**config.mk**
```make
export PLATFORM = sky130hd
export DESIGN_NAME = url_percent_decoder
export DESIGN_NICKNAME = d
export VERILOG_FILES = /design/src/urlpd_pkg.sv /design/src/urlpd_regs.sv /design/src/urlpd_core.sv /design/src/url_percent_decoder.sv
export SDC_FILE = /design/constraint.sdc
export NUM_CORES = 1
export LEC_CHECK = 0
export BUFFER_PORTS_ARGS = -buffer_cell sky130_fd_sc_hd__buf_2
export CELL_PAD_IN_SITES_DETAIL_PLACEMENT = 1
export CELL_PAD_IN_SITES_GLOBAL_PLACEMENT = 1
export CORE_UTILIZATION = 35
export CTS_BUF_LIST = sky130_fd_sc_hd__clkbuf_8 sky130_fd_sc_hd__clkbuf_16
export CTS_CLUSTER_SIZE = 14
export DETAILED_ROUTE_END_ITERATION = 6
export GPL_TIMING_DRIVEN = 0
export PLACE_DENSITY = 0.68
export SYNTH_ARGS = -nofsm -noshare
export SYNTH_HDL_FRONTEND = slang
export SYNTH_SLANG_ARGS = --single-unit
```
**constraint.sdc**
```tcl
create_clock -name clk_i -period 5.05 [get_ports clk_i]
set_input_delay 0.2525 -clock clk_i [delete_from_list [all_inputs] [get_ports clk_i]]
set_output_delay 0.2525 -clock clk_i [all_outputs]
set_load 0.03 [all_outputs]
```
**src/urlpd_pkg.sv**
```systemverilog
// Shared types, codes and character-class functions of the URL percent decoder.
// No dependencies; imported by every module of the block.
package urlpd_pkg;

  // status codes
  localparam logic [1:0] ST_OK      = 2'd0;
  localparam logic [1:0] ST_INVALID = 2'd1;
  localparam logic [1:0] ST_FULL    = 2'd2;

  // escape phase codes
  localparam logic [1:0] PH_PLAIN = 2'd0;
  localparam logic [1:0] PH_PCT   = 2'd1;
  localparam logic [1:0] PH_HI    = 2'd2;

  // register index (paddr bit 2) of output_capacity
  localparam logic REG_CAPACITY = 1'b0;

  localparam int          AW           = 3;
  localparam logic [15:0] CAP_RESET    = 16'hFFFF;
  localparam logic [7:0]  CH_PERCENT   = 8'h25;
  localparam logic [7:0]  CH_PLUS      = 8'h2B;
  localparam logic [7:0]  CH_SPACE     = 8'h20;
  localparam logic [7:0]  CH_TILDE     = 8'h7E;
  localparam logic [7:0]  CH_DASH      = 8'h2D;
  localparam logic [7:0]  CH_UNDER     = 8'h5F;
  localparam logic [7:0]  CH_DOT       = 8'h2E;

  // one result beat
  typedef struct packed {
    logic        data_valid;
    logic [7:0]  data_byte;
    logic        end_of_message;
    logic [1:0]  status;
    logic [15:0] byte_count;
  } result_t;

  // hex digit value; bit 4 set when not a hex digit
  function automatic logic [4:0] hex_value(input logic [7:0] b);
    logic [4:0] v;
    v = 5'h10;
    if (b inside {[8'h30:8'h39]}) v = {1'b0, b[3:0]};
    else if (b inside {[8'h41:8'h46], [8'h61:8'h66]}) v = {1'b0, b[3:0] + 4'd9};
    return v;
  endfunction

  function automatic logic is_unreserved(input logic [7:0] b);
    return (b inside {[8'h41:8'h5A], [8'h61:8'h7A], [8'h30:8'h39]}) ||
           b == CH_DASH || b == CH_UNDER || b == CH_DOT || b == CH_TILDE;
  endfunction

endpackage

```
**src/urlpd_regs.sv**
```systemverilog
// Configuration register file of the URL percent decoder (APB-style port).
// Depends on urlpd_pkg.
module urlpd_regs
  import urlpd_pkg::*;
(
  input  logic          clk_i,
  input  logic          rst_ni,
  input  logic          psel,
  input  logic          penable,
  input  logic          pwrite,
  input  logic [AW-1:0] paddr,
  input  logic [31:0]   pwdata,
  output logic [31:0]   prdata,
  output logic          pready,
  output logic [15:0]   capacity_o
);

  logic [15:0] cap_q;
  logic        wr_en;

  assign pready = 1'b1;
  assign wr_en  = psel && penable && pwrite && (paddr[2] == REG_CAPACITY);

  always_ff @(posedge clk_i or negedge rst_ni) begin
    if (!rst_ni) begin
      cap_q <= CAP_RESET;
    end else if (wr_en) begin
      cap_q <= pwdata[15:0];
    end
  end

  always_comb begin
    prdata = 32'd0;
    if (paddr[2] == REG_CAPACITY) prdata = {16'd0, cap_q};
  end

  assign capacity_o = cap_q;

endmodule

```
**src/urlpd_core.sv**
```systemverilog
// Per-byte decode step: message state registers and the combinational update.
// Depends on urlpd_pkg.
module urlpd_core
  import urlpd_pkg::*;
(
  input  logic        clk_i,
  input  logic        rst_ni,
  input  logic        step_i,
  input  logic [7:0]  in_byte_i,
  input  logic        last_i,
  input  logic [15:0] capacity_i,
  output result_t     result_o
);

  logic [1:0]  phase_q, phase_d;
  logic [4:0]  first_q, first_d;
  logic        stop_q, stop_d;
  logic [1:0]  cause_q, cause_d;
  logic [15:0] count_q, count_d;

  logic [4:0]  hex;
  logic [15:0] count_inc;
  logic        emit;
  logic [7:0]  emit_byte;
  logic [7:0]  wr_val;
  logic        do_write;

  assign hex       = hex_value(in_byte_i);
  assign count_inc = count_q + 16'd1;

  always_comb begin
    phase_d   = phase_q;
    first_d   = first_q;
    stop_d    = stop_q;
    cause_d   = cause_q;
    count_d   = count_q;
    do_write  = 1'b0;
    wr_val    = 8'd0;

    if (!stop_q) begin
      if (phase_q == PH_HI) begin
        phase_d = PH_PLAIN;
        if (first_q[4] || hex[4]) begin
          stop_d  = 1'b1;
          cause_d = ST_INVALID;
        end else begin
          do_write = 1'b1;
          wr_val   = {first_q[3:0], hex[3:0]};
        end
      end else if (phase_q == PH_PCT && !last_i) begin
        first_d = hex;
        phase_d = PH_HI;
      end else begin
        phase_d = PH_PLAIN;
        if (count_q >= capacity_i) begin
          stop_d  = 1'b1;
          cause_d = ST_FULL;
        end else if (in_byte_i == CH_PERCENT) begin
          if (!last_i) phase_d = PH_PCT;
        end else if (in_byte_i == CH_PLUS) begin
          do_write = 1'b1;
          wr_val   = CH_SPACE;
        end else if (is_unreserved(in_byte_i)) begin
          do_write = 1'b1;
          wr_val   = in_byte_i;
        end else begin
          stop_d  = 1'b1;
          cause_d = ST_INVALID;
        end
      end
    end

    if (do_write) begin
      count_d = count_inc;
      if (count_inc >= capacity_i) begin
        stop_d  = 1'b1;
        cause_d = ST_FULL;
      end
    end
  end

  assign emit      = do_write;
  assign emit_byte = wr_val;

  always_comb begin
    result_o.data_valid     = emit;
    result_o.data_byte      = emit_byte;
    result_o.end_of_message = last_i;
    result_o.status         = stop_d ? cause_d : ST_OK;
    result_o.byte_count     = count_d;
  end

  always_ff @(posedge clk_i or negedge rst_ni) begin
    if (!rst_ni) begin
      phase_q <= PH_PLAIN;
      first_q <= 5'd0;
      stop_q  <= 1'b0;
      cause_q <= ST_OK;
      count_q <= 16'd0;
    end else if (step_i) begin
      if (last_i) begin
        phase_q <= PH_PLAIN;
        first_q <= 5'd0;
        stop_q  <= 1'b0;
        cause_q <= ST_OK;
        count_q <= 16'd0;
      end else begin
        phase_q <= phase_d;
        first_q <= first_d;
        stop_q  <= stop_d;
        cause_q <= cause_d;
        count_q <= count_d;
      end
    end
  end

endmodule

```
**src/url_percent_decoder.sv**
```systemverilog
// Top level of the URL percent decoder: input stage, decode step, result stage.
// Depends on urlpd_pkg, urlpd_regs and urlpd_core.
// An accepted input beat is registered in the input stage, then in the result stage.
// Throughput: one byte per cycle unless m_axis_tready stalls; urlpd_core state updates per beat.
// Both stages advance whenever the result register is empty or being drained.
// Reset (async, active low) empties both stages, clears the message state, capacity = 65535.
module url_percent_decoder
  import urlpd_pkg::*;
(
  input  logic          clk_i,
  input  logic          rst_ni,
  // slave side: tdata = in_byte[7:0]; tlast = last
  input  logic          s_axis_tvalid,
  output logic          s_axis_tready,
  input  logic [7:0]    s_axis_tdata,
  input  logic          s_axis_tlast,
  // master side: tdata = data_byte[7:0], byte_count[23:8]
  //              tuser = data_valid[0], status[2:1]; tlast = end_of_message
  output logic          m_axis_tvalid,
  input  logic          m_axis_tready,
  output logic [23:0]   m_axis_tdata,
  output logic [2:0]    m_axis_tuser,
  output logic          m_axis_tlast,
  // configuration
  input  logic          psel,
  input  logic          penable,
  input  logic          pwrite,
  input  logic [AW-1:0] paddr,
  input  logic [31:0]   pwdata,
  output logic [31:0]   prdata,
  output logic          pready
);

  logic        in_vld_q;
  logic [7:0]  in_byte_q;
  logic        in_last_q;
  logic        out_vld_q;
  result_t     out_res_q;
  result_t     step_res;
  logic [15:0] capacity;
  logic        out_free;
  logic        advance;

  urlpd_regs u_regs (
    .clk_i     (clk_i),
    .rst_ni    (rst_ni),
    .psel      (psel),
    .penable   (penable),
    .pwrite    (pwrite),
    .paddr     (paddr),
    .pwdata    (pwdata),
    .prdata    (prdata),
    .pready    (pready),
    .capacity_o(capacity)
  );

  // result register can take a beat when empty or draining this cycle
  assign out_free      = !out_vld_q || m_axis_tready;
  assign advance       = in_vld_q && out_free;
  assign s_axis_tready = !in_vld_q || advance;

  // input stage
  always_ff @(posedge clk_i or negedge rst_ni) begin
    if (!rst_ni) begin
      in_vld_q <= 1'b0;
    end else if (s_axis_tready) begin
      in_vld_q <= s_axis_tvalid;
    end
  end

  always_ff @(posedge clk_i) begin
    if (s_axis_tready && s_axis_tvalid) begin
      in_byte_q <= s_axis_tdata;
      in_last_q <= s_axis_tlast;
    end
  end

  // decode step; message state updates only when the beat moves on
  urlpd_core u_core (
    .clk_i     (clk_i),
    .rst_ni    (rst_ni),
    .step_i    (advance),
    .in_byte_i (in_byte_q),
    .last_i    (in_last_q),
    .capacity_i(capacity),
    .result_o  (step_res)
  );

  // result stage
  always_ff @(posedge clk_i or negedge rst_ni) begin
    if (!rst_ni) begin
      out_vld_q <= 1'b0;
    end else if (out_free) begin
      out_vld_q <= in_vld_q;
    end
  end

  always_ff @(posedge clk_i) begin
    if (advance) out_res_q <= step_res;
  end

  assign m_axis_tvalid = out_vld_q;
  assign m_axis_tdata  = {out_res_q.byte_count, out_res_q.data_byte};
  assign m_axis_tuser  = {out_res_q.status, out_res_q.data_valid};
  assign m_axis_tlast  = out_res_q.end_of_message;

endmodule

```
* After elaboration in Yosys (flattened, before gate mapping)
Index checks and enable logic that the tools add are counted.
** Word-level totals
- Bits in registers :: 81
- Input port bits :: 51
- Output and inout port bits :: 63
- Logic and storage cells :: 116
** Operators by class
- $add $sub $neg :: 2
- $lt $le $gt $ge :: 10
- Equal/unequal tests :: 10
- Multiplexer cells :: 52
- Bitwise operators :: 1
- Reduce and logical (&&, ||, !) cells :: 26
** Operators by type and width (number)
- $mux W8 :: 7
- $mux W16 :: 3
- $eq A8 B6 Y1 const B :: 4
- $ge A16 B16 Y1 :: 2
- $le A8 B7 Y1 const B :: 4
- $mux W2 :: 16
- $mux W5 :: 6
- $mux W1 :: 20
- $add A16 B1 Y16 const B :: 1
- $eq A8 B7 Y1 const B :: 2
- $ge A8 B7 Y1 const B :: 2
- $logic_and A1 B1 Y1 :: 11
- $ge A8 B6 Y1 const B :: 1
- $le A8 B6 Y1 const B :: 1
- $logic_or A1 B1 Y1 :: 7
- $add A4 B4 Y4 const B :: 1
- $ne A2 B2 Y1 const B :: 2
- $reduce_and A4 Y1 :: 1
- $reduce_bool A2 Y1 :: 2
- $logic_not A1 Y1 :: 3
- $reduce_bool A3 Y1 :: 1
- $eq A2 B1 Y1 const B :: 1
- $eq A2 B2 Y1 const B :: 1
- $reduce_and A2 Y1 :: 1
- $not A1 Y1 :: 1

* Depth between registers and ports, before layout
Gate-level depths: netlist of run 1.
- Depth in word-level cells :: 17
- Gate-level depth with buffers :: 15
- Mapped depth without buffers :: 14

* Hierarchy
From an unflattened synthesis of run 1, not the netlist that was laid out.
** Unflattened totals
- Cell total of the unflattened synthesis :: 507
- Area, all modules :: 5327.6 µm²
** Modules (own cells, without submodules)
- urlpd_core :: times used 1, cells each 392, area each 3193.1 µm²
- url_percent_decoder :: times used 1, cells each 45, area each 1214.9 µm²
- urlpd_regs :: times used 1, cells each 70, area each 919.6 µm²

* Worst setup path before layout of run 1
No wires, ideal clock.
- Kind :: reg2reg
- From :: register u_core.count_q[2]
- To :: register u_core.cause_q[1]
- Arrival time :: 3.461 ns
- Data required time :: 4.985 ns
- Path slack :: 1.524 ns
- Stages on the path, launching flop included :: 16
- Buffers on the path :: 2
- Clock period less this slack :: 3.526 ns
- Cells stage by stage :: dfrtp_1 -> buf_6 -> nand3_4 -> or4_4 -> buf_6 -> nor2_4 -> nand3_4 -> or2_4 -> xnor2_1 -> ha_1 -> nand4_1 -> or4_1 -> a21oi_1 -> o22ai_1 -> a2111oi_0 -> a211o_1
** On the way
- Longest elaborated chain between the ends :: 8
** Ends and longest elaborated chain
- from (decl) :: RTL line urlpd_core.sv:19 : logic [15:0] count_q, count_d;
- from (signal assigned) :: RTL line urlpd_core.sv:112 : count_q <= count_d;
- parallel branches: the longest is 6 deep, another holds $add A16 B1 Y16
- $mux W2 (*) :: RTL line urlpd_core.sv:73 : if (do_write) begin
- $mux W2 (*) :: RTL line urlpd_core.sv:101 : if (last_i) begin
- to (signal assigned) :: RTL line urlpd_core.sv:111 : cause_q <= cause_d;
- to (decl) :: RTL line urlpd_core.sv:18 : logic [1:0] cause_q, cause_d;
Every way passes the cells marked *.
A chain may end at the register's enable or synchronous reset.

* Final worst setup path of run 1
- From :: register u_core.count_q[1]
- To :: register u_core.cause_q[1]
The elaborated chain is that of the path after synthesis.

==> results.md, run 1 <==
- Via/cell ratio: ~5.4
- CTS tree: built
- Worst setup SP type: register
- HPWL after DPL: 10900 µm
- Clk network pwr share: 26.1%
- Internal power: 0.00179 W
- CP cell instances: ha_1 -> nand3_1 -> nor2_1 -> nand4_1 -> nor2_1 -> nand3_1 -> xnor2_1 -> ha_1 -> nand4_1 -> or4_1 -> a21oi_1 -> o22ai_1 -> a2111oi_0 -> a211o_1
- GRT Util Overall: 19.1%
- Seq cells post-synth: 81
- Leakage: around 2.8 nW
- Switching Fraction: between 30 and 40%
- Nets: between 700 and 800
- Final Hold Viols: 0
- Ys async rst share: approximately 54%
- Die Ht: 125 µm
- Synth Area in Compound Gates: 11.9%
- Final ANT Viol Nets: 0
- Worst-margin pin slew: 1150 ps
- Post-cts resize count: 0
- Reg2reg start: u_core.count_q[1]
- Hold Crit Class: in -> reg
- Initial Util: about 36%
- Fin cells: 826
- Setup violations, final: 0
- Synth Area in Adders: 8.76%
- Critical path class: reg -> reg
- DRT iter0 DRCs: 205
- Placeable Area: 14600 µm²
- Met3 Wirelength: 518 µm
- EDFF count, synth: 37
- Max-cap violations: 0
- Synth area leaders: edfxtp_1 21%, dfrtp_1 13%, ha_1 8.8%
- Max Clk Rate: 227 MHz
- Simple-gate share of the synthesized area: 19.6%
- Share of power burned in registers: about 33%
- Io pins: ~110
- Die Area: 15600 µm²
- Slowest cell on the critical path: or4_1
- Share of cells above drive strength 1: roughly a quarter
- Critical path endpoint category: register
- Synthesis-to-layout area growth: 19.2%
- Antenna violations before repair: 0
- Antenna diode count: 0
- Slew margin rel.: between 20% and 30%
- TritonCTS Buffers: 9
- Critical path arrival: 4700 ps
- Max Buffers Root-to-Sink: 2
- Max layer used: met4
- Tot Pwr: 0.00294 W
- DR WL met2: 7110 µm
- Commonest non-fill, non-tap cell in the layout: buf_2
- Netlist Area Pre-Place: 5290 µm²
- Commonest cells after routing, fill and taps aside: 82 x buf_2, 57 x nand2_1, 37 x ha_1, 37 x edfxtp_1, 28 x dfrtp_1
- Post-synth top area share: 21.0%
- Hold endpoint: in_byte_q[7]
- # placed instances: between 800 and 900
- Cell variety after synth: 69
- Routed length per placed instance: 17.6 µm
- First-pass GRT wire length: 23400 µm
- Pins Over Slew Limit: 0
- Pre-antenna DRT Iters: 6
- Logic gate share of total power: 40.6%
- Setup TNS: 0 ps
- RePlAce Congestion: about 0.85
- Rows: 44
- Synthesized area per cell: slightly below 10 µm²
- Post-synthesis xor/xnor area fraction: 5.30%
- Mux cell area share after synthesis: 4.21%
- Largest family of logic cells by synthesized area: simple AND/OR/NAND/NOR gates
- Tmin final: 4410 ps
- Clock Skew: 7.46 ps
- Largest net degree at the start of global routing: 45
- Status: complete, but fails checks
- Yosys warns: 0
- CTS root buffer: clkbuf_16
- Vias: 4420
- R2R depth: 14
- Net switching power: about 0.0011 W
- Vias in the first global route: 4678
- H-tree depth: 3
- Die X: 125 µm
- Worst IR Drop VDD: 0.000210 V
- Failing checks: DRC
- Largest area contributor in the netlist: edfxtp_1
- Predominant post-synthesis flop cell: edfxtp_1
- Max stage delay on crit path: 560 ps
- Gr ovfl total: 0
- # clock sinks: 81
- R2r endpoint: u_core.cause_q[1]
- Drt drc: 10
- Power per cell area: 466 nW/µm²
- Seq/Total Area, Yosys: 42.2%
- Reg-to-reg slack, setup: 640 ps
- Hold_buf cts: 0
- Hold Crit Depth: 1
- Clock-pin slew on the worst setup and hold paths: 60 ps
- RSZ-0062 raised after global routing: no
- Port bufs: 77
- Crit path max fanout: 6
- Critical Path RT: around 5300 ps
- Clk Latency, worst-skew pair: 360 ps
- Mapped Cells: 534
- HP Start: s_axis_tdata[7]
- WL final: 14500 µm
- Setup Buffers After CTS: 0
- Wire length on met1: 6580 µm
- Fin crit share: 87.4%
==> worst max-delay path: cells and delay by family, from the launching register on <==
family | cells | cell delay, ps
compound gates | 4 | 1070
xor+xnor | 1 | 190
fa+ha+maj | 2 | 600
flops | 1 | 470
simple gates | 7 | 2010
==> metal layers <==
layer  track usage, %  vias to the layer above
met5                0                        -
met4             8.75                        0
met3             3.57                       20
met2             31.8                       88
met1             24.2                     2204
li1                 -                     2108
==> cell families (layout without fill, tap and decap cells) <==
group | Yosys count | after routing
other | 2 | 17
and+or+nand+nor | 198 | 198
xor gates and xnor gates | 32 | 32
adders and majority gates | 37 | 37
AOI/OAI and AO/OA | 86 | 86
muxes | 20 | 20
buffers and inverters | 78 | 171
DFF | 81 | 81
==> power groups by stage <==
stage | registers [W] | clock network (W) | logic [W]
floorplan | 0.00104 | 0 | 0.000778
global placement | 0.000983 | 0 | 0.00113
detailed placement | 0.000993 | 0 | 0.00118
CTS | 0.000981 | 0.000781 | 0.00120
global route | 0.000998 | 0.000802 | 0.00131
finish | 0.000978 | 0.000766 | 0.00119
==> flip-flops by register name (all words and copies together) (netlist names), 2 cells and up <==
| name | count |
|---|---|
| in_byte_q | 8 |
| m_axis_tdata | 24 |
| m_axis_tuser | 3 |
| u_core.first_q | 5 |
| u_core.phase_q | 2 |
| u_core.cause_q | 2 |
| u_core.count_q | 16 |
| u_regs.capacity_o | 16 |
==> synthesized netlist by cell type (12+ instances only) <==
cell type and number:
a21oi_1 17, buf_4 20, clkbuf_1 18, dfrtp_1 28, dfstp_2 16, edfxtp_1 37
ha_1 37, inv_1 26, mux2_2 18, nand2_1 57, nand3_1 25, nor2_1 27
nor3_1 24, o21ai_0 16, o311ai_0 13, or4_1 12, xnor2_1 19, xor2_1 13
==> worst max path at each step <==
stage	to	slack, ps	startpoint	depth (start not counted)
after floorplan	u_core.cause_q[1]	1520	u_core.count_q[2]	15
after global placement	u_core.cause_q[1]	900	u_core.count_q[1]	14
after detailed placement	u_core.cause_q[1]	710	u_core.count_q[1]	14
after CTS	u_core.cause_q[1]	640	u_core.count_q[1]	14
after global routing	u_core.cause_q[1]	250	u_core.count_q[1]	14
final	u_core.cause_q[1]	640	u_core.count_q[1]	14
==> cell type report <==
type                       instances  area [µm²]
timing repair buffer              77         385
fill                            1727        8340
sequential                        81        2230
buffer                            51         310
clock inverter                     7         119
tap                              184         230
clock buffer                       9         225
inverter                          27         101
multi-input combinational        390        2700
==> metrics by stage <==
| step | hold slack (ps) | setup WS, ps | utilization (%) | area (µm²) |
|---|---|---|---|---|
| final | 71.1 | 638 | 43.0 | 6300 |
| after global routing | 67.7 | 255 | 43.0 | 6300 |
| after CTS | 65.2 | 641 | 43.0 | 6300 |
| after detailed placement | 432 | 706 | 40.7 | 5960 |
| after global placement | 429 | 899 | 40.7 | 5960 |
| after floorplan | -43.1 | 1520 | - | 5340 |
(Power assumes the default switching activity.)
==> run 2: changes to the inputs <==
--- a/config.mk
+++ b/config.mk
@@ -5,6 +5,7 @@
 export SDC_FILE = /design/constraint.sdc
 export NUM_CORES = 1
 export LEC_CHECK = 0
+export ABC_AREA = 1
 export BUFFER_PORTS_ARGS = -buffer_cell sky130_fd_sc_hd__buf_2
 export CELL_PAD_IN_SITES_DETAIL_PLACEMENT = 1
 export CELL_PAD_IN_SITES_GLOBAL_PLACEMENT = 1
@@ -13,7 +14,7 @@
 export CTS_CLUSTER_SIZE = 14
 export DETAILED_ROUTE_END_ITERATION = 6
 export GPL_TIMING_DRIVEN = 0
-export PLACE_DENSITY = 0.68
+export PLACE_DENSITY = 0.7
 export SYNTH_ARGS = -nofsm -noshare
 export SYNTH_HDL_FRONTEND = slang
 export SYNTH_SLANG_ARGS = --single-unit
==> constraint.sdc (replaced) <==
create_clock -name clk_i -period 4.3 [get_ports clk_i]
set_input_delay 0.215 -clock clk_i [delete_from_list [all_inputs] [get_ports clk_i]]
set_output_delay 0.215 -clock clk_i [all_outputs]
set_load 0.03 [all_outputs]
==> run 2 against run 1 <==
Net effect: die area down 3.9%; the flow now finishes without violations; sequential power up 18%; sequential share of layout area up 1.5 points; non-clock buffer count down 21; critical endpoint is now m_axis_tuser[1].
==> results.md, run 2 <==
- Slowest cell on the critical path: dfrtp_1 (was or4_1)
- Reg2reg start: u_core.count_q[7] (was u_core.count_q[1])
- Largest area contributor in the netlist: edfxtp_1 (unchanged)
- Post-DP Area: 5740 µm² (was 5960 µm²)
- Crit path max fanout: 6 (unchanged)
- Pre-antenna DRT Iters: 5 (was 6)
- Most common cell in the synthesized netlist: nand2_1 (unchanged)
- Worst IR Drop VDD: 0.000273 V (was 0.000210 V)
- Critical path endpoint category: register (unchanged)
- EDFF count, synth: 37 (unchanged)
- Mapped Cells: 595 (was 534)
- Setup Buffers After CTS: 0 (unchanged)
- Critical Path RT: 4500 ps (was 5340 ps)
- GRT Util Overall: 18.7% (was 19.1%)
- DRT iter0 DRCs: 191 (was 205)
- Fin crit share: 81.4% (was 87.4%)
- CP cell instances: inv_2 -> nor4_1 -> nand2_1 -> nor3_1 -> xor2_1 -> inv_1 -> ha_1 -> nand2_1 -> nor3_1 -> nand3_1 -> nand3_1 -> nand3_1 -> nand3_1 -> inv_1 -> nor2_1 (was ha_1 -> nand3_1 -> nor2_1 -> nand4_1 -> nor2_1 -> nand3_1 -> xnor2_1 -> ha_1 -> nand4_1 -> or4_1 -> a21oi_1 -> o22ai_1 -> a2111oi_0 -> a211o_1)
- CTS tree: built (unchanged)
- Synthesis-to-layout area growth: 19.1% (was 19.2%)
- Share of cells above drive strength 1: 25.9% (was 26.6%)
- CTS root buffer: clkbuf_16 (unchanged)
- Drt drc: 0 (was 10)
- Commonest cells after routing, fill and taps aside: 119 x nand2_1, 83 x inv_1, 78 x buf_2 (was 82 x buf_2, 57 x nand2_1, 37 x ha_1, 37 x edfxtp_1, 28 x dfrtp_1)
- Port bufs: 77 (unchanged)
- Worst-margin pin slew: 1220 ps (was 1150 ps)
- Leakage: 3.09 nW (was 2.75 nW)
- Status: complete, no violations (was complete, but fails checks)
- Die Ht: 122 µm (was 125 µm)
- Slew margin rel.: 18.6% (was 23.3%)
- Clock-pin slew on the worst setup and hold paths: 60 ps (about the same)
- FF+latch area: 2230 µm² (unchanged)
- Hold Crit Class: in -> reg (unchanged)
- Die X: 122 µm (was 125 µm)
- Routed length per placed instance: 14.7 µm (was 17.6 µm)
- Setup TNS: 0 ps (unchanged)
- Via/cell ratio: 4.77 (was 5.35)
- WL final: 13000 µm (was 14500 µm)
- Pins Over Slew Limit: 0 (unchanged)
- R2R depth: 15 (was 14)
- Max FFs per register: 24 (unchanged)
- Clk Latency, worst-skew pair: 350 ps (was 360 ps)
- Tmin final: 3500 ps (was 4410 ps)
- Worst setup SP type: register (unchanged)
- R2r endpoint: m_axis_tuser[1] (was u_core.cause_q[1])
- Final Hold Viols: 0 (unchanged)
- Vias: 4214 (was 4420)
- Vias in the first global route: 4411 (was 4678)
- Initial Util: 36.3% (was 36.1%)
- Antenna diode count: 0 (unchanged)
- Max Buffers Root-to-Sink: 2 (unchanged)
- Rows: 43 (was 44)
- Die Area: 15000 µm² (was 15600 µm²)
- Fin area: 6050 µm² (was 6300 µm²)
- Largest net degree at the start of global routing: 45 (unchanged)
- Max stage delay on crit path: 500 ps (was 560 ps)
- Setup violations, final: 0 (unchanged)
- Final ANT Viol Nets: 0 (unchanged)
- Most used cell along the critical path: nand3_1
- Buf/Inv on CP: 3 (was 0)
- Tot Pwr: 0.00312 W (was 0.00294 W)
- Power per cell area: 517 nW/µm² (was 466 nW/µm²)
- Synth area leaders: edfxtp_1 22%, dfrtp_1 14%, ha_1 9.1% (was edfxtp_1 21%, dfrtp_1 13%, ha_1 8.8%)
- Io pins: 114 (unchanged)
- Cell variety after synth: 40 (was 69)
- CP top delay family: simple AND/OR/NAND/NOR gates (unchanged)
- Seq/Total Area, Yosys: 44.0% (was 42.2%)
- Nets: 786 (was 725)
- # clock sinks: 81 (unchanged)
- Critical path class: reg -> reg (unchanged)
- TritonCTS Buffers: 9 (unchanged)
- Fin util: 43.2% (was 43.0%)
- Fin cells: 883 (was 826)
- Placeable Area: 14000 µm² (was 14600 µm²)
- Netlist Area Pre-Place: 5080 µm² (was 5290 µm²)
- First-pass GRT wire length: 21300 µm (was 23400 µm)
- Hold_buf cts: 0 (unchanged)
- HPWL after DPL: 10200 µm (was 10900 µm)
- Area of the multi-input gates: 2370 µm² (was 2700 µm²)
- Seq cells post-synth: 81 (unchanged)
- Antenna violations before repair: 0 (unchanged)
- Filler Cell Count: 1728 (was 1727)
- Synth cell count leaders: 119 x nand2_1, 80 x inv_1, 56 x nor2_1 (was 57 x nand2_1, 37 x edfxtp_1, 37 x ha_1)
- H-tree depth: 3 (unchanged)
- Critical Path End: m_axis_tuser[1] (was u_core.cause_q[1])
- Reg-to-reg slack, setup: 800 ps (was 640 ps)
- Critical path arrival: 3700 ps (was 4700 ps)
- Post-synth top area share: 21.9% (was 21.0%)
- Clock Skew: 8.32 ps (was 7.46 ps)
- Max-cap violations: 0 (unchanged)
- Worst Setup SP: u_core.count_q[7] (was u_core.count_q[1])
- Predominant post-synthesis flop cell: edfxtp_1 (unchanged)
- Max Clk Rate: 286 MHz (was 227 MHz)
- Ys async rst share: 54.3% (unchanged)
- Gr ovfl total: 0 (unchanged)
- Yosys warns: 0 (unchanged)
- Synthesized area per cell: 8.53 µm² (was 9.90 µm²)
- Stages on worst setup path: 15 (was 14)
- Commonest non-fill, non-tap cell in the layout: nand2_1 (was buf_2)
- Post-cts resize count: 0 (unchanged)
- RSZ-0062 raised after global routing: no (unchanged)
- # placed instances: 867 (was 810)
- RePlAce Congestion: 0.856 (was 0.848)
-- run 2: cell families (layout without fill, tap and decap cells) --
logic type,count (synthesis),after routing,synth area share (%)
compound gates,96,96,11.6
xor+xnor,16,16,2.76
fa+ha+maj,37,37,9.12
buf+inv,117,210,10.4
flops,81,81,44.0
other cells,2,17,0.148
simple gates,246,246,22.1
-- run 2: worst min-delay path by stage --
stage / start / end / slack (ps) / cells past startpoint
3_3_place_gp: s_axis_tdata[1] / in_byte_q[1] / 390 / 1
2_1_floorplan: rst_ni / in_vld_q / -80 / 0
5_1_grt: s_axis_tdata[3] / in_byte_q[3] / 30 / 1
4_1_cts: s_axis_tdata[3] / in_byte_q[3] / 30 / 1
6_report: s_axis_tdata[0] / in_byte_q[0] / 50 / 1
3_5_place_dp: s_axis_tdata[3] / in_byte_q[3] / 390 / 1
-- run 2: stage by stage --
| step | setup WS, ps | hold WS, ps |
|---|---|---|
| after floorplan | 1620 | -80.6 |
| after global placement | 989 | 392 |
| after detailed placement | 850 | 395 |
| after CTS | 832 | 34.0 |
| after global routing | 526 | 31.7 |
| final | 802 | 45.7 |
-- run 2: where the power goes --
part	switching, W	leakage, nW	internal (W)
clock	0.000303	0.158	0.000498
combinational	0.000809	2.02	0.000367
sequential	0.000121	0.909	0.00103
-- run 2: layout make-up --
| cell class | instances | share of cell area [%] |
|---|---|---|
| multi-input combinational | 412 | 39.3 |
| clock inverter | 7 | 1.30 |
| tap | 180 | 3.72 |
| sequential | 81 | 36.9 |
| inverter | 87 | 5.40 |
| timing repair buffer | 77 | 6.37 |
| clock buffer | 9 | 3.72 |
| buffer | 30 | 3.31 |
-- run 2: routing by layer --
metal	vias to the layer above	GRT usage, %	share of wire (%)
met5	-	0	0
met4	0	8.23	2.1
met3	15	2.88	3.0
met2	78	30.1	48
met1	2016	24.9	47
li1	2105	-	-
==> run 3: changes to the inputs <==
--- a/config.mk
+++ b/config.mk
@@ -5,7 +5,7 @@
 export SDC_FILE = /design/constraint.sdc
 export NUM_CORES = 1
 export LEC_CHECK = 0
-export ABC_AREA = 1
+export ABC_AREA = 0
 export BUFFER_PORTS_ARGS = -buffer_cell sky130_fd_sc_hd__buf_2
 export CELL_PAD_IN_SITES_DETAIL_PLACEMENT = 1
 export CELL_PAD_IN_SITES_GLOBAL_PLACEMENT = 1
@@ -14,7 +14,7 @@
 export CTS_CLUSTER_SIZE = 14
 export DETAILED_ROUTE_END_ITERATION = 6
 export GPL_TIMING_DRIVEN = 0
-export PLACE_DENSITY = 0.7
+export PLACE_DENSITY = 0.71
 export SYNTH_ARGS = -nofsm -noshare
 export SYNTH_HDL_FRONTEND = slang
 export SYNTH_SLANG_ARGS = --single-unit
==> constraint.sdc (replaced) <==
create_clock -name clk_i -period 3.1 [get_ports clk_i]
set_input_delay 0.155 -clock clk_i [delete_from_list [all_inputs] [get_ports clk_i]]
set_output_delay 0.155 -clock clk_i [all_outputs]
set_load 0.03 [all_outputs]
==> run 3 against run 2 <==
Net effect: the run now ends with DRC, setup timing left; maximum frequency shrank 3.0%; total power grew 67%; final area grew 15%; combinational power grew 110%; count of clock-buffer cells in the layout is the same; worst setup slack lost 1300 ps; cell count shrank 0.57%; core utilization grew 4.1 points; clock skew grew 3.3 ps; wire length grew 21%; flip-flop and latch count is the same; critical path type unchanged.
==> results.md, run 3 (same netlist as run 1, synthesis figures left out) <==
- Status: complete, but fails checks (was complete, no violations)
- Failing checks: DRC, setup timing
- Clock-pin slew on the worst setup and hold paths: 60 ps (about the same)
- HPWL after DPL: 10800 µm (was 10200 µm)
- Antenna diode count: 0 (unchanged)
- Critical Path RT: 3360 ps (was 4500 ps)
- CTS root buffer: clkbuf_16 (unchanged)
- RePlAce Congestion: 0.849 (was 0.856)
- Tmin final: 3610 ps (was 3500 ps)
- Area of the multi-input gates: 2900 µm² (was 2370 µm²)
- CP top delay family: simple AND/OR/NAND/NOR gates (unchanged)
- Max Buffers Root-to-Sink: 2 (unchanged)
- Worst setup SP type: register (unchanged)
- Final ANT Viol Nets: 0 (unchanged)
- Max-cap violations: 0 (unchanged)
- Die X: 125 µm (was 122 µm)
- Critical path arrival: 3870 ps (was 3700 ps)
- Clk Latency, worst-skew pair: 350 ps (about the same)
- Antenna violations before repair: 0 (unchanged)
- Final Hold Viols: 0 (unchanged)
- FF+latch area: 2240 µm² (was 2230 µm²)
- GRT Util Overall: 20.3% (was 18.7%)
- Worst Hold Slack: 28.3 ps (was 45.7 ps)
- Leakage: 3.05 nW (was 3.09 nW)
- H-tree depth: 3 (unchanged)
- Synthesis-to-layout area growth: 31.1% (was 19.1%)
- Routed length per placed instance: 17.9 µm (was 14.7 µm)
- Crit path max fanout: 4 (was 6)
- Rows: 44 (was 43)
- Io pins: 114 (unchanged)
- Worst-margin pin slew: 1100 ps (was 1220 ps)
- Vias in the first global route: 4949 (was 4411)
- Clock Skew: 11.6 ps (was 8.32 ps)
- RSZ-0062 raised after global routing: yes (was no)
- Pins Over Slew Limit: 0 (unchanged)
- WL final: 15700 µm (was 13000 µm)
- Share of cells above drive strength 1: 35.4% (was 25.9%)
- TritonCTS Buffers: 9 (unchanged)
- Nets: 777 (was 786)
- Final setup margin: -507 ps (was 802 ps)
- CTS tree: built (unchanged)
- # clock sinks: 81 (unchanged)
- Die Ht: 125 µm (was 122 µm)
- First-pass GRT wire length: 25000 µm (was 21300 µm)
- Largest net degree at the start of global routing: 45 (unchanged)
- Filler Cell Count: 1694 (was 1728)
- Critical path endpoint category: register (unchanged)
- Initial Util: 36.1% (was 36.3%)
- Hold Crit Class: in -> async (was in -> reg)
- Worst IR Drop VDD: 0.000330 V (was 0.000273 V)
- Dpl ws: -986 ps (was 850 ps)
- Vias: 4687 (was 4214)
- Die Area: 15600 µm² (was 15000 µm²)
- Slew margin rel.: 26.6% (was 18.6%)
- Power per cell area: 754 nW/µm² (was 517 nW/µm²)
- Gr ovfl total: 0 (unchanged)
- Critical path class: reg -> reg (unchanged)
- Fin crit share: 116% (was 81.4%)
- Slowest cell on the critical path: or4_4 (was dfrtp_1)
- CP cell instances: clkbuf_8 -> nand2_4 -> or4_4 -> nor2_4 -> nand3_4 -> or2_4 -> xnor2_4 -> ha_4 -> nand4_1 -> or4_1 -> a21oi_2 -> o22ai_2 -> buf_4 -> a31oi_1 -> a2bb2oi_1 (was inv_2 -> nor4_1 -> nand2_1 -> nor3_1 -> xor2_1 -> inv_1 -> ha_1 -> nand2_1 -> nor3_1 -> nand3_1 -> nand3_1 -> nand3_1 -> nand3_1 -> inv_1 -> nor2_1)
- Max FFs per register: 24 (unchanged)
- Setup violations, final: 5 (was 0)
- Commonest non-fill, non-tap cell in the layout: buf_2 (was nand2_1)
- Pre-antenna DRT Iters: 6 (was 5)
- Via/cell ratio: 5.34 (was 4.77)
- Placeable Area: 14600 µm² (was 14000 µm²)
- DRT iter0 DRCs: 318 (was 191)
- Drt drc: 8 (was 0)
- Buf/Inv on CP: 2 (was 3)
- Max stage delay on crit path: 580 ps (was 500 ps)
- Max Clk Rate: 277 MHz (was 286 MHz)
- Port bufs: 77 (unchanged)
- Commonest cells after routing, fill and taps aside: 79 x buf_2, 64 x buf_4, 56 x nand2_1 (was 119 x nand2_1, 83 x inv_1, 78 x buf_2)
run 3: layout make-up:
cell class / count / share of cell area, %
multi-input combinational: 390 / 41.8
inverter: 27 / 1.46
clock inverter: 7 / 1.25
sequential: 81 / 32.3
buffer: 50 / 4.95
tap: 184 / 3.32
clock buffer: 9 / 3.25
timing repair buffer: 130 / 11.7
run 3: worst paths after layout:
path | slack (ps) | startpoint | cells past startpoint | to
setup / recovery | -510 | u_core.count_q[5] | 15 | u_core.stop_q
hold / removal | 30 | rst_ni | 1 | u_core.count_q[2]
setup reg to reg | -510 | u_core.count_q[5] | 15 | u_core.stop_q
hold reg to reg | 480 | u_core.first_q[1] | 2 | u_core.first_q[1]
max in group asynchronous | 2320 | rst_ni | 1 | u_core.count_q[6]
min in group clk_i | 40 | pwdata[4] | 2 | u_regs.capacity_o[4]
run 3: per-stage QoR:
stage / cell area (µm²) / instances / TNS [ps] / total power [W] / util, %
finish: 6930 / 878 / -2290 / 0.00523 / 47.3
global route: 6930 / 878 / -2810 / 0.00553 / 47.3
CTS: 6670 / 859 / -1980 / 0.00498 / 45.5
detailed placement: 6000 / 810 / -7860 / 0.00359 / 41.0
global placement: 6000 / 810 / -5950 / 0.00348 / 41.0
floorplan: 5380 / 549 / -585 / 0.00299 / -
run 3: what timing repair did:
| item | in CTS | in global routing |
|---|---|---|
| setup endpoints to repair | 35 | 35 |
| gates resized for setup | 26 | 28 |
| pin swaps | 17 | 17 |
| hold buffers | 10 | 0 |
| endpoints found under the hold margin | 10 | 0 |
| buffers inserted | 24 | 19 |
run 3: layer usage:
layer / up-vias / wire length [µm] / track usage (%)
li1: 2204 / - / -
met1: 2336 / 6770 / 25.6
met2: 113 / 7790 / 34.0
met3: 34 / 693 / 3.74
met4: 0 / 454 / 9.33
met5: - / 0 / 0
run 3: report_power, final:
| part | switching (W) | internal, W |
|---|---|---|
| Combinational | 0.00143 | 0.00106 |
| Sequential | 0.000171 | 0.00142 |
| Clock | 0.000447 | 0.000700 |
| Total | 0.00205 | 0.00318 |
